<file path="src/sv/sjf_pkg.sv">
`timescale 1ns / 1ps
// Shared constants, types and control structs for the SJF waiting/turnaround calculator.
package sjf_pkg;

   localparam int MAX_JOBS      = 16;
   localparam int BURST_BITS    = 16;
   localparam int IN_BURST_BITS = 16;
   localparam int POS_BITS      = 4;
   localparam int SUM_BITS      = 20;
   localparam int IDX_BITS      = (MAX_JOBS > 1) ? $clog2(MAX_JOBS) : 1;
   localparam int CNT_BITS      = $clog2(MAX_JOBS + 1);
   localparam int ADD_BITS      = ((SUM_BITS > BURST_BITS) ? SUM_BITS : BURST_BITS) + 1;

   typedef logic [BURST_BITS-1:0] burst_type;
   typedef logic [IDX_BITS-1:0]   idx_type;
   typedef logic [CNT_BITS-1:0]   cnt_type;
   typedef logic [SUM_BITS-1:0]   sum_type;
   typedef logic [ADD_BITS-1:0]   add_type;

   typedef enum logic [2:0] {
      ST_IDLE,
      ST_SCAN,
      ST_DRAIN,
      ST_SWAP,
      ST_EMIT
   } state_type;

   // controller -> datapath
   typedef struct packed {
      logic load;   // store an accepted burst
      logic rd;     // issue a scan read
      logic swap;   // move head entry into the minimum's slot
      logic emit;   // write minimum to head slot and load the result register
   } dp_cmd_type;

   // datapath -> controller
   typedef struct packed {
      logic scan_last;   // scan index is at the last stored job
      logic final_pass;  // current pass is the last one of the batch
      logic out_free;    // result register can take a new beat
   } dp_sts_type;

endpackage

</file>
<file path="src/sv/sjf_ctrl.sv">
`timescale 1ns / 1ps
// Controller state machine: load, selection-sort scan, swap and emit sequencing.
module sjf_ctrl (
   input  logic                clock,
   input  logic                reset,
   input  logic                req_valid,
   input  logic                req_last,
   output logic                req_ready,
   input  sjf_pkg::dp_sts_type sts,
   output sjf_pkg::dp_cmd_type cmd
);
   import sjf_pkg::*;

   state_type state_ff, state_in;

   always_ff @(posedge clock) begin
      if (reset) begin
         state_ff <= ST_IDLE;
      end else begin
         state_ff <= state_in;
      end
   end

   always_comb begin
      state_in  = state_ff;
      cmd       = '0;
      req_ready = 1'b0;
      unique case (state_ff)
         ST_IDLE: begin
            req_ready = 1'b1;
            if (req_valid) begin
               cmd.load = 1'b1;
               if (req_last) begin
                  state_in = ST_SCAN;
               end
            end
         end
         ST_SCAN: begin
            cmd.rd = 1'b1;
            if (sts.scan_last) begin
               state_in = ST_DRAIN;
            end
         end
         // last read data is compared in this cycle
         ST_DRAIN: begin
            state_in = ST_SWAP;
         end
         ST_SWAP: begin
            cmd.swap = 1'b1;
            state_in = ST_EMIT;
         end
         ST_EMIT: begin
            if (sts.out_free) begin
               cmd.emit = 1'b1;
               state_in = sts.final_pass ? ST_IDLE : ST_SCAN;
            end
         end
         default: begin
            state_in = ST_IDLE;
         end
      endcase
   end

endmodule

</file>
<file path="src/sv/sjf_dp.sv">
`timescale 1ns / 1ps
// Datapath: burst store, minimum search, running sums and result register.
module sjf_dp (
   input  logic                                clock,
   input  logic                                reset,
   input  logic [sjf_pkg::IN_BURST_BITS-1:0]   req_burst,
   input  sjf_pkg::dp_cmd_type                 cmd,
   output sjf_pkg::dp_sts_type                 sts,
   input  logic                                rsp_ready,
   output logic                                rsp_valid,
   output logic [sjf_pkg::POS_BITS-1:0]        rsp_position,
   output logic [sjf_pkg::IN_BURST_BITS-1:0]   rsp_sorted_burst,
   output logic [sjf_pkg::SUM_BITS-1:0]        rsp_waiting_time,
   output logic [sjf_pkg::SUM_BITS-1:0]        rsp_turnaround_time,
   output logic                                rsp_overflowed,
   output logic                                rsp_final_res
);
   import sjf_pkg::*;

   burst_type mem [MAX_JOBS];

   // control state
   cnt_type cnt_ff, cnt_in;
   logic    ovf_ff, ovf_in;
   idx_type pos_ff, pos_in;
   idx_type scan_ff, scan_in;
   sum_type sum_ff, sum_in;
   logic    rd_vld_ff, rd_vld_in;
   logic    rsp_valid_ff, rsp_valid_in;

   // payload
   burst_type rd_data_ff;
   idx_type   rd_idx_ff;
   burst_type min_ff;
   idx_type   min_idx_ff;
   burst_type head_ff;
   logic [POS_BITS-1:0]      pos_out_ff;
   logic [IN_BURST_BITS-1:0] burst_out_ff;
   sum_type                  wait_out_ff;
   sum_type                  turn_out_ff;
   logic                     ovf_out_ff;
   logic                     final_out_ff;

   logic      full;
   idx_type   last_idx;
   logic      wr_en;
   idx_type   wr_addr;
   burst_type wr_data;
   add_type   sum_ext;
   sum_type   turn_sat;
   logic      rd_first;

   assign full     = (cnt_ff == CNT_BITS'(MAX_JOBS));
   assign last_idx = idx_type'(cnt_ff - CNT_BITS'(1));
   assign sum_ext  = ADD_BITS'(sum_ff) + ADD_BITS'(min_ff);
   assign turn_sat = (sum_ext[ADD_BITS-1:SUM_BITS] != '0) ? '1 : sum_ext[SUM_BITS-1:0];
   assign rd_first = (rd_idx_ff == pos_ff);

   assign sts.scan_last  = (scan_ff == last_idx);
   assign sts.final_pass = (pos_ff == last_idx);
   assign sts.out_free   = !rsp_valid_ff || rsp_ready;

   // single write port; the three writers never coincide
   always_comb begin
      wr_en   = 1'b0;
      wr_addr = pos_ff;
      wr_data = min_ff;
      priority if (cmd.load && !full) begin
         wr_en   = 1'b1;
         wr_addr = idx_type'(cnt_ff);
         wr_data = BURST_BITS'(req_burst);
      end else if (cmd.swap) begin
         wr_en   = 1'b1;
         wr_addr = min_idx_ff;
         wr_data = head_ff;
      end else if (cmd.emit) begin
         wr_en = 1'b1;
      end
   end

   always_ff @(posedge clock) begin
      if (wr_en) begin
         mem[wr_addr] <= wr_data;
      end
      rd_data_ff <= mem[scan_ff];
      rd_idx_ff  <= scan_ff;
   end

   always_comb begin
      cnt_in       = cnt_ff;
      ovf_in       = ovf_ff;
      pos_in       = pos_ff;
      scan_in      = scan_ff;
      sum_in       = sum_ff;
      rd_vld_in    = cmd.rd;
      rsp_valid_in = rsp_valid_ff && !rsp_ready;
      if (cmd.load) begin
         if (full) begin
            ovf_in = 1'b1;
         end else begin
            cnt_in = cnt_ff + CNT_BITS'(1);
         end
      end
      if (cmd.rd) begin
         scan_in = scan_ff + IDX_BITS'(1);
      end
      if (cmd.emit) begin
         rsp_valid_in = 1'b1;
         if (sts.final_pass) begin
            cnt_in  = '0;
            ovf_in  = 1'b0;
            pos_in  = '0;
            scan_in = '0;
            sum_in  = '0;
         end else begin
            pos_in  = pos_ff + IDX_BITS'(1);
            scan_in = pos_ff + IDX_BITS'(1);
            sum_in  = turn_sat;
         end
      end
   end

   always_ff @(posedge clock) begin
      if (reset) begin
         cnt_ff       <= '0;
         ovf_ff       <= 1'b0;
         pos_ff       <= '0;
         scan_ff      <= '0;
         sum_ff       <= '0;
         rd_vld_ff    <= 1'b0;
         rsp_valid_ff <= 1'b0;
      end else begin
         cnt_ff       <= cnt_in;
         ovf_ff       <= ovf_in;
         pos_ff       <= pos_in;
         scan_ff      <= scan_in;
         sum_ff       <= sum_in;
         rd_vld_ff    <= rd_vld_in;
         rsp_valid_ff <= rsp_valid_in;
      end
   end

   // running minimum; the first read of a pass is the head entry
   always_ff @(posedge clock) begin
      if (rd_vld_ff) begin
         if (rd_first || (rd_data_ff < min_ff)) begin
            min_ff     <= rd_data_ff;
            min_idx_ff <= rd_idx_ff;
         end
         if (rd_first) begin
            head_ff <= rd_data_ff;
         end
      end
      if (cmd.emit) begin
         pos_out_ff   <= POS_BITS'(pos_ff);
         burst_out_ff <= IN_BURST_BITS'(min_ff);
         wait_out_ff  <= sum_ff;
         turn_out_ff  <= turn_sat;
         ovf_out_ff   <= ovf_ff;
         final_out_ff <= sts.final_pass;
      end
   end

   assign rsp_valid           = rsp_valid_ff;
   assign rsp_position        = pos_out_ff;
   assign rsp_sorted_burst    = burst_out_ff;
   assign rsp_waiting_time    = wait_out_ff;
   assign rsp_turnaround_time = turn_out_ff;
   assign rsp_overflowed      = ovf_out_ff;
   assign rsp_final_res       = final_out_ff;

endmodule

</file>
<file path="src/sv/sjf_wait_turnaround_calc.sv">
`timescale 1ns / 1ps
// Top level of the shortest-job-first waiting and turnaround time calculator.
//
// req_ channel: one job burst per beat; req_last closes the batch. Up to
// MAX_JOBS bursts are kept; further ones are dropped and the batch is flagged.
// Loading accepts one beat per cycle; req_ready is high only while the block
// is collecting a batch.
// After the last beat the store is selection-sorted in place through one
// registered read port. Pass i scans the n-i unsorted entries, one read a
// cycle, then goes through three steps (drain, swap, emit) and gives one
// rsp_ beat for the minimum that it found.
// rsp_ channel: one beat per job in ascending burst order with position,
// waiting and turnaround times; rsp_final_res marks the batch's last beat.
// The result register holds a beat until it is taken; a stalled receiver
// holds the sort at the emit step. New bursts are accepted while the final
// beat of the previous batch still waits.
// Reset (synchronous) empties the batch and clears the overflow flag and the
// result valid; store contents are left as they are.
module sjf_wait_turnaround_calc (
   input  logic                              clock,
   input  logic                              reset,
   input  logic                              req_valid,
   output logic                              req_ready,
   input  logic [sjf_pkg::IN_BURST_BITS-1:0] req_burst,
   input  logic                              req_last,
   output logic                              rsp_valid,
   input  logic                              rsp_ready,
   output logic [sjf_pkg::POS_BITS-1:0]      rsp_position,
   output logic [sjf_pkg::IN_BURST_BITS-1:0] rsp_sorted_burst,
   output logic [sjf_pkg::SUM_BITS-1:0]      rsp_waiting_time,
   output logic [sjf_pkg::SUM_BITS-1:0]      rsp_turnaround_time,
   output logic                              rsp_overflowed,
   output logic                              rsp_final_res
);
   import sjf_pkg::*;

   dp_cmd_type cmd;
   dp_sts_type sts;

   sjf_ctrl u_ctrl (
      .clock     (clock),
      .reset     (reset),
      .req_valid (req_valid),
      .req_last  (req_last),
      .req_ready (req_ready),
      .sts       (sts),
      .cmd       (cmd)
   );

   sjf_dp u_dp (
      .clock               (clock),
      .reset               (reset),
      .req_burst           (req_burst),
      .cmd                 (cmd),
      .sts                 (sts),
      .rsp_ready           (rsp_ready),
      .rsp_valid           (rsp_valid),
      .rsp_position        (rsp_position),
      .rsp_sorted_burst    (rsp_sorted_burst),
      .rsp_waiting_time    (rsp_waiting_time),
      .rsp_turnaround_time (rsp_turnaround_time),
      .rsp_overflowed      (rsp_overflowed),
      .rsp_final_res       (rsp_final_res)
   );

endmodule

</file>
<file path="config.mk">
export PLATFORM = sky130hd
export DESIGN_NAME = sjf_wait_turnaround_calc
export DESIGN_NICKNAME = d
export VERILOG_FILES = /design/src/sv/sjf_pkg.sv /design/src/sv/sjf_ctrl.sv /design/src/sv/sjf_dp.sv /design/src/sv/sjf_wait_turnaround_calc.sv
export SDC_FILE = /design/constraint.sdc
export NUM_CORES = 1
export LEC_CHECK = 0
export BUFFER_PORTS_ARGS = -buffer_cell sky130_fd_sc_hd__buf_2
export CORE_ASPECT_RATIO = 1.5
export CORE_MARGIN = 5
export CORE_UTILIZATION = 55
export CTS_CLUSTER_DIAMETER = 80
export CTS_CLUSTER_SIZE = 28
export DETAILED_ROUTE_END_ITERATION = 8
export GPL_TIMING_DRIVEN = 0
export HOLD_SLACK_MARGIN = 0.03
export PLACE_DENSITY_LB_ADDON = 0.2
export SYNTH_ARGS = -nofsm -noshare
export SYNTH_HDL_FRONTEND = slang
export SYNTH_SLANG_ARGS = --single-unit
</file>
<file path="constraint.sdc">
create_clock -name clock -period 7.7 [get_ports clock]
set_input_delay 0.385 -clock clock [delete_from_list [all_inputs] [get_ports clock]]
set_output_delay 0.385 -clock clock [all_outputs]
set_load 0.02 [all_outputs]
</file>
==> run_summary.xml, run 1 <==
<?xml version="1.0" encoding="UTF-8"?>
<metrics>
  <group name="synth">
    <metric name="synth.net_count" unit="">1020</metric>
    <metric name="synth.distinct_cells" unit="">76</metric>
    <metric name="synth_seq_area_share" unit="%">70.31</metric>
    <metric name="async_set_or_reset_flop_fraction_in_the_synthesized_netlist" unit="%">0</metric>
    <metric name="synth.yosys.warnings" unit="">0</metric>
    <metric name="synth_flop_type" unit="">sky130_fd_sc_hd__edfxtp_1</metric>
    <metric name="synthesis.instances" unit="">962</metric>
    <metric name="synth.ff_latch_count" unit="">413</metric>
    <metric name="number_of_flops_mapped_to_enable_cells_by_yosys" unit="">354</metric>
    <metric name="syn-cell-area" unit="mm²">0.01680</metric>
    <metric name="synth.avg_cell_area" unit="µm²">17.46</metric>
  </group>
  <group name="pwr">
    <metric name="clock_power_share" unit="%">24.9</metric>
    <metric name="cellLeakagePower" unit="µW">0.006519</metric>
    <metric name="power.combinational.fraction" unit="%">15.3</metric>
    <metric name="p_sw_share" unit="%">24.63</metric>
    <metric name="power.total" unit="µW">4475</metric>
    <metric name="pwr-share-seq" unit="%">59.7</metric>
    <metric name="net-switching-power" unit="µW">1102</metric>
    <metric name="int_power" unit="µW">3372</metric>
    <metric name="ir_worst_vdd" unit="V">0.0001832</metric>
    <metric name="power_density" unit="mW/mm²">238.8</metric>
  </group>
  <group name="floorplan">
    <metric name="placementRows" unit="">78</metric>
    <metric name="io-pin-count" unit="">85</metric>
    <metric name="die_y" unit="µm">224.1</metric>
    <metric name="die_area" unit="mm²">0.03421</metric>
    <metric name="core_area" unit="mm²">0.03025</metric>
    <metric name="die_x" unit="µm">152.7</metric>
    <metric name="initial_utilization" unit="%">55.53</metric>
  </group>
  <group name="critical_path">
    <metric name="critPathArrivalTime" unit="ns">3.45</metric>
    <metric name="worst_setup_path_startpoint" unit="">u_dp.cnt_ff[0]$_SDFF_PP0_</metric>
    <metric name="timing.critical_path.slowest_stage_cell" unit="">sky130_fd_sc_hd__nor2_2</metric>
    <metric name="start_kind" unit="">flop</metric>
    <metric name="rr_startpoint" unit="">u_dp.cnt_ff[0]$_SDFF_PP0_</metric>
    <metric name="timing.critical_path.fanout_max" unit="">10</metric>
    <metric name="max_stage_delay" unit="ns">0.66</metric>
    <metric name="ws_path_type" unit="">reg -&gt; reg</metric>
    <metric name="critical_path.n_buffers_inverters" unit="">5</metric>
    <metric name="critical_path.top_delay_family" unit="">simple AND/OR/NAND/NOR gates</metric>
    <metric name="end_kind" unit="">flop</metric>
    <metric name="crit_path_cell_trace" unit="">buf_2 &gt; inv_1 &gt; ha_1 &gt; and4bb_2 &gt; nor2b_1 &gt; buf_2 &gt; buf_4 &gt; o21ai_0 &gt; nand2_1 &gt; nor2_2 &gt; buf_8</metric>
    <metric name="cp_common_cell" unit="">sky130_fd_sc_hd__buf_2</metric>
    <metric name="crit_required" unit="ns">7.96</metric>
  </group>
  <group name="placed_design">
    <metric name="dp.final_hpwl" unit="µm">25140</metric>
    <metric name="finalWeightedCongestion" unit="">0.8694</metric>
    <metric name="numPortBuffers" unit="">83</metric>
  </group>
  <group name="sta">
    <metric name="finalCritPeriodShare" unit="%">41.41</metric>
    <metric name="grt_setup_unrepaired" unit="">false</metric>
    <metric name="timing.final.hold_violations" unit="">0</metric>
    <metric name="min_period" unit="ns">3.188</metric>
    <metric name="report.final.setup_viol" unit="">0</metric>
    <metric name="total_negative_setup_slack" unit="ns">0</metric>
    <metric name="worst-slew-pin-transition" unit="ns">1.164</metric>
    <metric name="timing.max_slew.rel_slack" unit="%">21.91</metric>
    <metric name="clock.fmax" unit="MHz">313.7</metric>
    <metric name="final_slew_violations" unit="">0</metric>
    <metric name="fin_worst_skew" unit="ns">0.02456</metric>
  </group>
  <group name="grt">
    <metric name="grt_max_degree" unit="">72</metric>
    <metric name="grt_pass1_wl" unit="µm">54000</metric>
    <metric name="global_route_congestion_overflow_total" unit="">0</metric>
    <metric name="antenna_found_initial" unit="">0</metric>
    <metric name="grt_util_all_layers" unit="%">20.86</metric>
    <metric name="first_global_vias" unit="">9032</metric>
  </group>
  <group name="clock_network">
    <metric name="cts-root-to-sink-buffers" unit="">3</metric>
    <metric name="tritoncts_num_sinks" unit="">413</metric>
    <metric name="clk_latency" unit="ns">0.54</metric>
    <metric name="post_cts_hold_buffer_count" unit="">0</metric>
    <metric name="clk_transition_reported_paths" unit="ns">0.10</metric>
    <metric name="cts_tree" unit="">yes</metric>
    <metric name="ctsRootBufferMaster" unit="">sky130_fd_sc_hd__clkbuf_16</metric>
    <metric name="postCtsSetupBuffers" unit="">0</metric>
    <metric name="cts_inserted_buffers" unit="">18</metric>
    <metric name="htree_num_levels" unit="">1</metric>
    <metric name="cts_resized" unit="">0</metric>
  </group>
  <group name="run_status">
    <metric name="status" unit="">complete, no violations</metric>
  </group>
  <group name="hold_path">
    <metric name="holdCritStartpoint" unit="">rsp_ready</metric>
    <metric name="hold_path.class" unit="">in -&gt; reg</metric>
  </group>
  <group name="cells_and_area">
    <metric name="sequential_cell_area" unit="mm²">0.01181</metric>
    <metric name="area_growth_syn_to_layout" unit="%">11.56</metric>
    <metric name="layout.nets" unit="">1148</metric>
    <metric name="antenna_cells_inserted" unit="">0</metric>
    <metric name="fill_cells" unit="">2201</metric>
    <metric name="final_util" unit="%">61.95</metric>
    <metric name="share_of_cells_above_drive_strength_1" unit="%">25.77</metric>
    <metric name="multiInputGateArea" unit="mm²">0.004678</metric>
  </group>
  <group name="route">
    <metric name="vias_per_cell" unit="">5.889</metric>
    <metric name="dr_total_vias" unit="">8845</metric>
    <metric name="drtAntennaViolNets" unit="">0</metric>
    <metric name="drc" unit="">0</metric>
    <metric name="drt-pass1-iter-count" unit="">5</metric>
    <metric name="avgRoutedWirePerCell" unit="µm">23.69</metric>
    <metric name="detail_route.iter0.violations" unit="">798</metric>
    <metric name="total_detailed_routing_wirelength" unit="µm">35590</metric>
  </group>
  <group name="run">
    <metric name="maxCapViolCount" unit="">0</metric>
  </group>
</metrics>
==> worst register-to-register path: cells and delay by family (launching register included) <==
family          cells  cell delay (ns)
buf+inv             5             0.87
fa+ha+maj           1             0.14
compound gates      1             0.36
simple gates        4             1.23
flops               1             0.32
==> cells in the mapped netlist, types with 3 or more instances <==
cell type,count,share of area [%]
sky130_fd_sc_hd__edfxtp_1,354,63
sky130_fd_sc_hd__mux4_2,80,11
sky130_fd_sc_hd__dfxtp_1,59,7.0
sky130_fd_sc_hd__nand2_1,56,1.3
sky130_fd_sc_hd__a21oi_1,37,1.1
sky130_fd_sc_hd__nor2_1,37,0.83
sky130_fd_sc_hd__ha_1,36,2.7
sky130_fd_sc_hd__o21ai_0,29,0.86
sky130_fd_sc_hd__inv_1,26,0.58
sky130_fd_sc_hd__mux2i_1,22,1.3
sky130_fd_sc_hd__xor2_1,18,0.94
sky130_fd_sc_hd__buf_2,17,0.51
sky130_fd_sc_hd__a22o_1,16,0.83
sky130_fd_sc_hd__clkbuf_1,15,0.34
sky130_fd_sc_hd__xnor2_1,12,0.63
sky130_fd_sc_hd__a21o_1,9,0.40
sky130_fd_sc_hd__nand2_2,7,0.26
sky130_fd_sc_hd__nand3_1,7,0.21
sky130_fd_sc_hd__nand4_1,7,0.26
sky130_fd_sc_hd__nor3_1,7,0.21
sky130_fd_sc_hd__buf_6,6,0.40
sky130_fd_sc_hd__nand2b_1,6,0.22
sky130_fd_sc_hd__o21a_1,6,0.27
sky130_fd_sc_hd__a211oi_1,5,0.22
sky130_fd_sc_hd__buf_4,5,0.22
sky130_fd_sc_hd__o211ai_1,5,0.22
sky130_fd_sc_hd__a31oi_1,4,0.15
sky130_fd_sc_hd__nor2b_1,4,0.15
sky130_fd_sc_hd__a21oi_2,3,0.16
sky130_fd_sc_hd__and3_1,3,0.11
sky130_fd_sc_hd__nor2_2,3,0.11
sky130_fd_sc_hd__nor3b_1,3,0.13
==> path summary, 6_finish.rpt <==
kind | endpoint | slack (ns) | depth (start not counted)
max | u_dp.mem[10][1]$_DFFE_PP_ | 4.51 | 11
min reg2reg | u_dp.rd_idx_ff[3]$_DFF_P_ | 0.37 | 0
max reg2reg | u_dp.mem[10][1]$_DFFE_PP_ | 4.51 | 11
min | u_dp.rsp_valid$_SDFF_PP0_ | 0.20 | 3
==> power groups by stage <==
stage / Clock (µW) / Sequential, µW / Combinational [µW]
after global placement: 0 / 2730 / 650
after global routing: 1220 / 2680 / 750
after detailed placement: 0 / 2730 / 687
after CTS: 1140 / 2670 / 689
after floorplan: 0 / 2700 / 475
final: 1120 / 2670 / 686
==> cell type report <==
type,instances,area share [%]
buffer,45,1.362
clock buffer,30,2.757
clock inverter,2,0.1135
inverter,27,0.5474
multi-input combinational,477,24.96
sequential,413,63.02
tap,400,2.670
timing repair buffer,108,4.566
==> state kept, by name (all words and copies together) (netlist names), 4 cells and up <==
signal / flops
u_dp.mem: 256
u_dp.rsp_turnaround_time: 20
u_dp.rsp_waiting_time: 20
u_dp.sum_ff: 20
u_dp.head_ff: 16
u_dp.min_ff: 16
u_dp.rd_data_ff: 16
u_dp.rsp_sorted_burst: 16
u_dp.cnt_ff: 5
u_dp.min_idx_ff: 4
u_dp.pos_ff: 4
u_dp.rd_idx_ff: 4
u_dp.rsp_position: 4
u_dp.scan_ff: 4
==> cells by family (layout without fill, tap and decap cells) <==
family	count (synthesis)	after routing	share of synthesized area, %
simple gates	160	160	4.908
flops	413	413	70.31
fa+ha+maj	37	37	2.800
xor+xnor	32	32	1.832
mux	103	103	12.10
buf+inv	72	212	2.122
compound gates	145	145	5.929
==> per-stage QoR <==
stage | hold WS (ns) | area (µm²) | setup slack (ns) | instances
2_1_floorplan | 0.3443 | 16800 | 4.382 | 962
3_3_place_gp | 0.3575 | 17720 | 2.939 | 1445
3_5_place_dp | 0.3635 | 18170 | 4.411 | 1468
4_1_cts | 0.1738 | 18710 | 4.314 | 1500
5_1_grt | 0.2109 | 18740 | 4.436 | 1502
6_report | 0.1954 | 18740 | 4.512 | 1502
==> placed cells by master, fill, tap and decap left out, drive strengths merged, types with 4 or more instances in the layout <==
cell type / count
o21ai: 31
a211oi: 7
o21a: 6
xnor2: 12
nand2b: 6
nand3: 9
nand4: 8
a21oi: 40
nor3: 9
dfxtp: 59
xor2: 18
ha: 36
mux4: 80
nor2: 41
nor2b: 4
a21o: 9
clkbuf: 46
buf: 137
mux2i: 22
nand2: 63
edfxtp: 354
inv: 26
o211ai: 5
a22o: 16
a31oi: 4
==> routing by layer <==
| layer | GRT usage, % | up-vias | wire (µm) |
|---|---|---|---|
| met5 | 0 | - | 0 |
| met4 | 8.053 | 0 | 1441 |
| met3 | 2.455 | 62 | 1836 |
| met2 | 38.31 | 311 | 19260 |
| met1 | 25.27 | 4440 | 13050 |
| li1 | - | 4032 | - |
Note: power is estimated with default switching activity, not from simulation.
==> inputs of run 2 (changes only) <==
Clock period 7.7 ns to 3 ns, I/O delays scaled along.
==> run_summary.xml, run 2 (synthesis gave the netlist of run 1 again) <==
<?xml version="1.0" encoding="UTF-8"?>
<metrics>
  <group name="cells_and_area">
    <metric name="share_of_cells_above_drive_strength_1" unit="%">27.10</metric>
    <metric name="most-common-layout-cells" unit="">sky130_fd_sc_hd__edfxtp_1 (354), sky130_fd_sc_hd__buf_2 (101), sky130_fd_sc_hd__mux4_2 (80), sky130_fd_sc_hd__dfxtp_1 (59), sky130_fd_sc_hd__nand2_1 (56)</metric>
    <metric name="sequential_cell_area" unit="mm²">0.01181</metric>
    <metric name="largest_register_ffs" unit="">256</metric>
    <metric name="multiInputGateArea" unit="mm²">0.004782</metric>
    <metric name="most_common_cell_after_layout_fill_and_taps_aside" unit="">sky130_fd_sc_hd__edfxtp_1</metric>
    <metric name="layoutNonFillerInstCount" unit="">1507</metric>
    <metric name="fill_cells" unit="">2194</metric>
    <metric name="layout.nets" unit="">1153</metric>
    <metric name="max_flop_register" unit="">u_dp.mem</metric>
    <metric name="area_growth_syn_to_layout" unit="%">11.89</metric>
    <metric name="antenna_cells_inserted" unit="">0</metric>
  </group>
  <group name="route">
    <metric name="vias_per_cell" unit="">5.881</metric>
    <metric name="total_detailed_routing_wirelength" unit="µm">36080</metric>
    <metric name="avgRoutedWirePerCell" unit="µm">23.94</metric>
    <metric name="detail_route.iter0.violations" unit="">672</metric>
    <metric name="drtAntennaViolNets" unit="">0</metric>
    <metric name="drt-pass1-iter-count" unit="">5</metric>
    <metric name="dr_total_vias" unit="">8863</metric>
    <metric name="drc" unit="">0</metric>
  </group>
  <group name="critical_path">
    <metric name="timing.critical_path.slowest_stage_cell" unit="">sky130_fd_sc_hd__nor2_2</metric>
    <metric name="ws_path_type" unit="">reg -&gt; reg</metric>
    <metric name="crit_path_cell_trace" unit="">buf_2 &gt; inv_1 &gt; ha_1 &gt; and4bb_2 &gt; nor2b_1 &gt; buf_2 &gt; buf_4 &gt; o21ai_0 &gt; nand2_1 &gt; nor2_2 &gt; buf_16</metric>
    <metric name="start_kind" unit="">flop</metric>
    <metric name="cp_common_cell" unit="">sky130_fd_sc_hd__buf_2</metric>
    <metric name="crit_required" unit="ns">3.25</metric>
    <metric name="critical_path.top_delay_family" unit="">simple AND/OR/NAND/NOR gates</metric>
    <metric name="max_stage_delay" unit="ns">0.48</metric>
    <metric name="critical_path.n_buffers_inverters" unit="">5</metric>
    <metric name="end_kind" unit="">flop</metric>
    <metric name="timing.critical_path.fanout_max" unit="">12</metric>
    <metric name="critPathArrivalTime" unit="ns">3.27</metric>
  </group>
  <group name="sta">
    <metric name="min_period" unit="ns">3.025</metric>
    <metric name="timing.final.hold_violations" unit="">0</metric>
    <metric name="report.final.setup_viol" unit="">24</metric>
    <metric name="fin_worst_skew" unit="ns">0.01961</metric>
    <metric name="grt_setup_unrepaired" unit="">true</metric>
    <metric name="clock.fmax" unit="MHz">330.6</metric>
    <metric name="finalWorstSetupSlack" unit="ns">-0.02504</metric>
    <metric name="worst-slew-pin-transition" unit="ns">0.9503</metric>
    <metric name="fin_hold_ws" unit="ns">0.06398</metric>
    <metric name="final_slew_violations" unit="">0</metric>
    <metric name="timing.max_slew.rel_slack" unit="%">36.65</metric>
    <metric name="finalCritPeriodShare" unit="%">100.8</metric>
  </group>
  <group name="floorplan">
    <metric name="io-pin-count" unit="">85</metric>
    <metric name="die_area" unit="mm²">0.03421</metric>
    <metric name="core_area" unit="mm²">0.03025</metric>
    <metric name="placementRows" unit="">78</metric>
    <metric name="die_y" unit="µm">224.1</metric>
    <metric name="initial_utilization" unit="%">55.53</metric>
    <metric name="die_x" unit="µm">152.7</metric>
  </group>
  <group name="grt">
    <metric name="first_global_vias" unit="">9139</metric>
    <metric name="grt_max_degree" unit="">72</metric>
    <metric name="global_route_congestion_overflow_total" unit="">0</metric>
    <metric name="grt_pass1_wl" unit="µm">54680</metric>
    <metric name="antenna_found_initial" unit="">0</metric>
    <metric name="grt_util_all_layers" unit="%">21.18</metric>
  </group>
  <group name="run_status">
    <metric name="failed_checks" unit="">negative setup slack</metric>
    <metric name="status" unit="">finished with violations</metric>
  </group>
  <group name="clock_network">
    <metric name="clk_transition_reported_paths" unit="ns">0.11</metric>
    <metric name="clk_latency" unit="ns">0.54</metric>
    <metric name="tritoncts_num_sinks" unit="">413</metric>
    <metric name="cts_tree" unit="">yes</metric>
    <metric name="cts-root-to-sink-buffers" unit="">3</metric>
    <metric name="ctsRootBufferMaster" unit="">sky130_fd_sc_hd__clkbuf_16</metric>
    <metric name="cts_inserted_buffers" unit="">18</metric>
    <metric name="htree_num_levels" unit="">1</metric>
  </group>
  <group name="hold_path">
    <metric name="hold_path.class" unit="">in -&gt; reg</metric>
  </group>
  <group name="placed_design">
    <metric name="numPortBuffers" unit="">83</metric>
    <metric name="finalWeightedCongestion" unit="">0.9036</metric>
    <metric name="dp.final_hpwl" unit="µm">25580</metric>
    <metric name="numPlacedInstances" unit="">1467</metric>
  </group>
  <group name="pwr">
    <metric name="net-switching-power" unit="µW">2842</metric>
    <metric name="power_density" unit="mW/mm²">611.4</metric>
    <metric name="power.combinational.fraction" unit="%">15.5</metric>
    <metric name="ir_worst_vdd" unit="V">0.0003380</metric>
    <metric name="int_power" unit="µW">8650</metric>
    <metric name="p_sw_share" unit="%">24.73</metric>
    <metric name="pwr-share-seq" unit="%">59.6</metric>
    <metric name="cellLeakagePower" unit="µW">0.006535</metric>
    <metric name="clock_power_share" unit="%">24.8</metric>
    <metric name="power.total" unit="µW">11490</metric>
  </group>
  <group name="run">
    <metric name="maxCapViolCount" unit="">0</metric>
  </group>
</metrics>
run 2: cell types whose count changed in the layout (fill, tap and decap cells not counted), moves of 2 or more:
cell                       before  now
sky130_fd_sc_hd__buf_8          7   13
sky130_fd_sc_hd__o21ai_2        0   12
sky130_fd_sc_hd__buf_16        10    3
sky130_fd_sc_hd__o21ai_1       18    6
sky130_fd_sc_hd__clkinv_2       2    0
sky130_fd_sc_hd__buf_4         13   15
sky130_fd_sc_hd__nor2_2        19    9
sky130_fd_sc_hd__nor2_4         1   11
run 2: tightest hold or removal path, delay by kind of cell:
family | cells | cell delay (ns)
and+or+nand+nor | 3 | 0.20
AOI/OAI and AO/OA | 2 | 0.13
buffers and inverters | 1 | 0.07
run 2: through the flow:
step / setup TNS [ns] / util (%) / cell area, µm² / setup slack, ns
floorplan: 0 / - / 16810 / 0.3403
global placement: -215.18 / 58.58 / 17720 / -0.7868
detailed placement: -21.58 / 59.81 / 18090 / -0.2739
CTS: 0 / 61.60 / 18640 / 0.004637
global route: -6.375 / 62.13 / 18800 / -0.1341
finish: -0.4146 / 62.13 / 18800 / -0.02504
run 2: metal layers:
layer	track usage (%)	wire length, µm	part of all wire (%)	up-vias
met2	39.83	19810	55	274
li1	-	-	-	4043
met4	6.816	1202	3.3	0
met1	25.79	13260	37	4482
met5	0	0	0	-
met3	1.971	1808	5.0	64
run 2: power by group through the flow:
stage               clock (µW)  combinational, µW  sequential [µW]
global route              3130               1950             6880
finish                    2860               1780             6850
detailed placement           0               1760             6990
global placement             0               1670             6990
CTS                       2910               1770             6860
floorplan                    0               1220             6940
run 2: final timing paths:
path | from | to | slack (ns) | depth (start not counted)
setup / recovery | u_dp.cnt_ff[0]$_SDFF_PP0_ | u_dp.mem[15][2]$_DFFE_PP_ | -0.03 | 11
hold / removal | req_last | u_ctrl.state_ff[2]$_SDFFE_PP0P_ | 0.06 | 6
setup reg to reg | u_dp.cnt_ff[0]$_SDFF_PP0_ | u_dp.mem[15][2]$_DFFE_PP_ | -0.03 | 11
hold reg to reg | u_dp.scan_ff[3]$_SDFFE_PP0P_ | u_dp.rd_idx_ff[3]$_DFF_P_ | 0.36 | 0
run 2: cell type report:
cell class	instances	area share [%]
sequential	413	62.83
buffer	45	1.364
inverter	27	0.5525
clock inverter	1	0.04659
tap	400	2.662
timing repair buffer	113	4.333
clock buffer	31	2.769
multi-input combinational	477	25.44
run 2: what timing repair did:
item | in CTS | in global routing
gates cloned | 0 | 0
buffers inserted | 0 | 7
endpoints found under the hold margin | 1 | 0
setup endpoints to repair | 130 | 331
hold buffers | 1 | 0
pin swaps | 0 | 4
gates resized for setup | 9 | 24
==> inputs of run 3 (changes only) <==
==> constraint.sdc (replaced) <==
create_clock -name clock -period 3 [get_ports clock]
set_input_delay 0.6 -clock clock [delete_from_list [all_inputs] [get_ports clock]]
set_output_delay 0.6 -clock clock [all_outputs]
set_load 0.02 [all_outputs]
==> run_summary.xml, run 3 (synthesis gave the netlist of run 1 again) <==
<?xml version="1.0" encoding="UTF-8"?>
<metrics>
  <group name="route">
    <metric name="dr_total_vias" unit="">8890</metric>
    <metric name="avgRoutedWirePerCell" unit="µm">23.98</metric>
    <metric name="detail_route.iter0.violations" unit="">664</metric>
    <metric name="total_detailed_routing_wirelength" unit="µm">36120</metric>
    <metric name="drtAntennaViolNets" unit="">0</metric>
    <metric name="drt-pass1-iter-count" unit="">5</metric>
    <metric name="drc" unit="">0</metric>
    <metric name="vias_per_cell" unit="">5.903</metric>
  </group>
  <group name="critical_path">
    <metric name="r2r.worst_path.cells" unit="">11</metric>
    <metric name="reg2reg_slack" unit="ns">-0.03</metric>
    <metric name="ws_path_type" unit="">reg -&gt; reg</metric>
    <metric name="end_kind" unit="">flop</metric>
    <metric name="critPathArrivalTime" unit="ns">3.28</metric>
    <metric name="start_kind" unit="">flop</metric>
    <metric name="timing.critical_path.fanout_max" unit="">12</metric>
    <metric name="r2r-end" unit="">u_dp.mem[15][2]$_DFFE_PP_</metric>
    <metric name="crit_required" unit="ns">3.25</metric>
    <metric name="rr_startpoint" unit="">u_dp.cnt_ff[0]$_SDFF_PP0_</metric>
  </group>
  <group name="clock_network">
    <metric name="cts-root-to-sink-buffers" unit="">3</metric>
    <metric name="cts_tree" unit="">yes</metric>
    <metric name="cts_inserted_buffers" unit="">18</metric>
    <metric name="htree_num_levels" unit="">1</metric>
    <metric name="clk_transition_reported_paths" unit="ns">0.11</metric>
    <metric name="tritoncts_num_sinks" unit="">413</metric>
    <metric name="ctsRootBufferMaster" unit="">sky130_fd_sc_hd__clkbuf_16</metric>
    <metric name="clk_latency" unit="ns">0.54</metric>
    <metric name="post_cts_hold_buffer_count" unit="">0</metric>
  </group>
  <group name="hold_path">
    <metric name="hold_path.class" unit="">reg -&gt; reg</metric>
    <metric name="hold_path_depth" unit="">0</metric>
    <metric name="holdPathEnd" unit="">u_dp.rd_idx_ff[3]$_DFF_P_</metric>
    <metric name="holdCritStartpoint" unit="">u_dp.scan_ff[3]$_SDFFE_PP0P_</metric>
  </group>
  <group name="cells_and_area">
    <metric name="share_of_cells_above_drive_strength_1" unit="%">27.12</metric>
    <metric name="area_growth_syn_to_layout" unit="%">11.83</metric>
    <metric name="largest_register_ffs" unit="">256</metric>
    <metric name="antenna_cells_inserted" unit="">0</metric>
    <metric name="most_common_cell_after_layout_fill_and_taps_aside" unit="">sky130_fd_sc_hd__edfxtp_1</metric>
    <metric name="layout.nets" unit="">1152</metric>
    <metric name="max_flop_register" unit="">u_dp.mem</metric>
    <metric name="final_util" unit="%">62.10</metric>
    <metric name="most-common-layout-cells" unit="">sky130_fd_sc_hd__edfxtp_1 (354), sky130_fd_sc_hd__buf_2 (101), sky130_fd_sc_hd__mux4_2 (80), sky130_fd_sc_hd__dfxtp_1 (59), sky130_fd_sc_hd__nand2_1 (56)</metric>
  </group>
  <group name="placed_design">
    <metric name="place_ws" unit="ns">-0.3617</metric>
    <metric name="finalWeightedCongestion" unit="">0.9036</metric>
    <metric name="dp.final_hpwl" unit="µm">25580</metric>
    <metric name="numPortBuffers" unit="">83</metric>
  </group>
  <group name="grt">
    <metric name="first_global_vias" unit="">9136</metric>
    <metric name="global_route_congestion_overflow_total" unit="">0</metric>
    <metric name="grt_util_all_layers" unit="%">21.18</metric>
    <metric name="grt_max_degree" unit="">72</metric>
    <metric name="grt_pass1_wl" unit="µm">54660</metric>
    <metric name="antenna_found_initial" unit="">0</metric>
  </group>
  <group name="sta">
    <metric name="finalCritPeriodShare" unit="%">101.1</metric>
    <metric name="report.final.setup_viol" unit="">24</metric>
    <metric name="grt_setup_unrepaired" unit="">true</metric>
    <metric name="finalWorstSetupSlack" unit="ns">-0.03316</metric>
    <metric name="clock.fmax" unit="MHz">329.7</metric>
    <metric name="timing.max_slew.rel_slack" unit="%">35.36</metric>
    <metric name="final_slew_violations" unit="">0</metric>
    <metric name="worst-slew-pin-transition" unit="ns">0.9695</metric>
    <metric name="min_period" unit="ns">3.033</metric>
    <metric name="timing.final.hold_violations" unit="">0</metric>
    <metric name="fin_worst_skew" unit="ns">0.01736</metric>
  </group>
  <group name="floorplan">
    <metric name="die_x" unit="µm">152.7</metric>
    <metric name="core_area" unit="mm²">0.03025</metric>
    <metric name="initial_utilization" unit="%">55.53</metric>
    <metric name="die_area" unit="mm²">0.03421</metric>
    <metric name="placementRows" unit="">78</metric>
    <metric name="io-pin-count" unit="">85</metric>
    <metric name="die_y" unit="µm">224.1</metric>
  </group>
  <group name="pwr">
    <metric name="ir_worst_vdd" unit="V">0.0003361</metric>
    <metric name="cellLeakagePower" unit="µW">0.006531</metric>
    <metric name="power_density" unit="mW/mm²">611.4</metric>
  </group>
  <group name="run">
    <metric name="maxCapViolCount" unit="">0</metric>
  </group>
  <group name="run_status">
    <metric name="status" unit="">finished with violations</metric>
    <metric name="failed_checks" unit="">negative setup slack</metric>
  </group>
</metrics>
==> run 3: changes by cell type in the layout (fill, tap and decap cells not counted), sizes merged <==
cell and delta:
dlygate4sd3 -1
==> run 3: final cells by class <==
cell class | instances | area [µm²]
tap | 400 | 500.5
timing repair buffer | 112 | 804.5
sequential | 413 | 11810
inverter | 27 | 103.9
multi-input combinational | 477 | 4782
fill | 2195 | 11470
clock inverter | 1 | 8.758
clock buffer | 31 | 520.5
buffer | 45 | 256.5
==> run 3: per-layer routing <==
metal | vias to the layer above | part of all wire [%] | global-route usage, %
met5 | - | 0 | 0
met4 | 0 | 3.3 | 6.816
met3 | 61 | 4.4 | 1.971
met2 | 264 | 55 | 39.83
met1 | 4524 | 37 | 25.78
li1 | 4041 | - | -
==> run 3: worst max path at each step <==
| stage | cells past startpoint | startpoint | end |
|---|---|---|---|
| final | 11 | u_dp.cnt_ff[0]$_SDFF_PP0_ | u_dp.mem[15][2]$_DFFE_PP_ |
| after global routing | 11 | u_dp.cnt_ff[0]$_SDFF_PP0_ | u_dp.mem[11][5]$_DFFE_PP_ |
| after CTS | 11 | u_dp.cnt_ff[0]$_SDFF_PP0_ | u_dp.mem[8][2]$_DFFE_PP_ |
| after detailed placement | 8 | rsp_ready | u_dp.sum_ff[13]$_SDFFE_PP0P_ |
| after global placement | 10 | u_dp.cnt_ff[0]$_SDFF_PP0_ | u_dp.mem[10][5]$_DFFE_PP_ |
| after floorplan | 10 | u_dp.cnt_ff[0]$_SDFF_PP0_ | u_dp.mem[13][0]$_DFFE_PP_ |
==> run 3: repair_timing <==
item | 4_1_cts | 5_1_grt
pin swaps | 0 | 4
gates resized for setup | 9 | 24
setup endpoints to repair | 130 | 331
buffers inserted | 0 | 7
==> run 3: metrics by stage <==
stage                     instances  cell area [µm²]  hold WS, ns  power, µW  setup TNS [ns]
after CTS                      1499            18630       0.3575      11540               0
after global placement         1445            17720       0.3549       8663         -225.22
after global routing           1506            18790       0.3886      11960          -6.375
after floorplan                 962            16810       0.3443       8159               0
after detailed placement       1467            18090       0.3539       8756          -26.67
final                          1506            18790       0.3611      11490         -0.5167
==> run 3: worst max-delay path, cell delays in order, from the launching register on <==
cell and delay (ns):
sky130_fd_sc_hd__dfxtp_1 0.32, sky130_fd_sc_hd__buf_2 0.18, sky130_fd_sc_hd__inv_1 0.10, sky130_fd_sc_hd__ha_1 0.15, sky130_fd_sc_hd__and4bb_2 0.24, sky130_fd_sc_hd__nor2b_1 0.05
sky130_fd_sc_hd__buf_2 0.17, sky130_fd_sc_hd__buf_4 0.20, sky130_fd_sc_hd__o21ai_0 0.30, sky130_fd_sc_hd__nand2_1 0.31, sky130_fd_sc_hd__nor2_2 0.49, sky130_fd_sc_hd__buf_16 0.23
==> run 3: where the power goes <==
part           switching (µW)  total (µW)  internal, µW  leakage, µW
Combinational            1050        1790           735      0.00256
Sequential                149        6850          6700      0.00371
Clock                    1640        2850          1210     0.000253
Total                    2840       11500          8650      0.00653
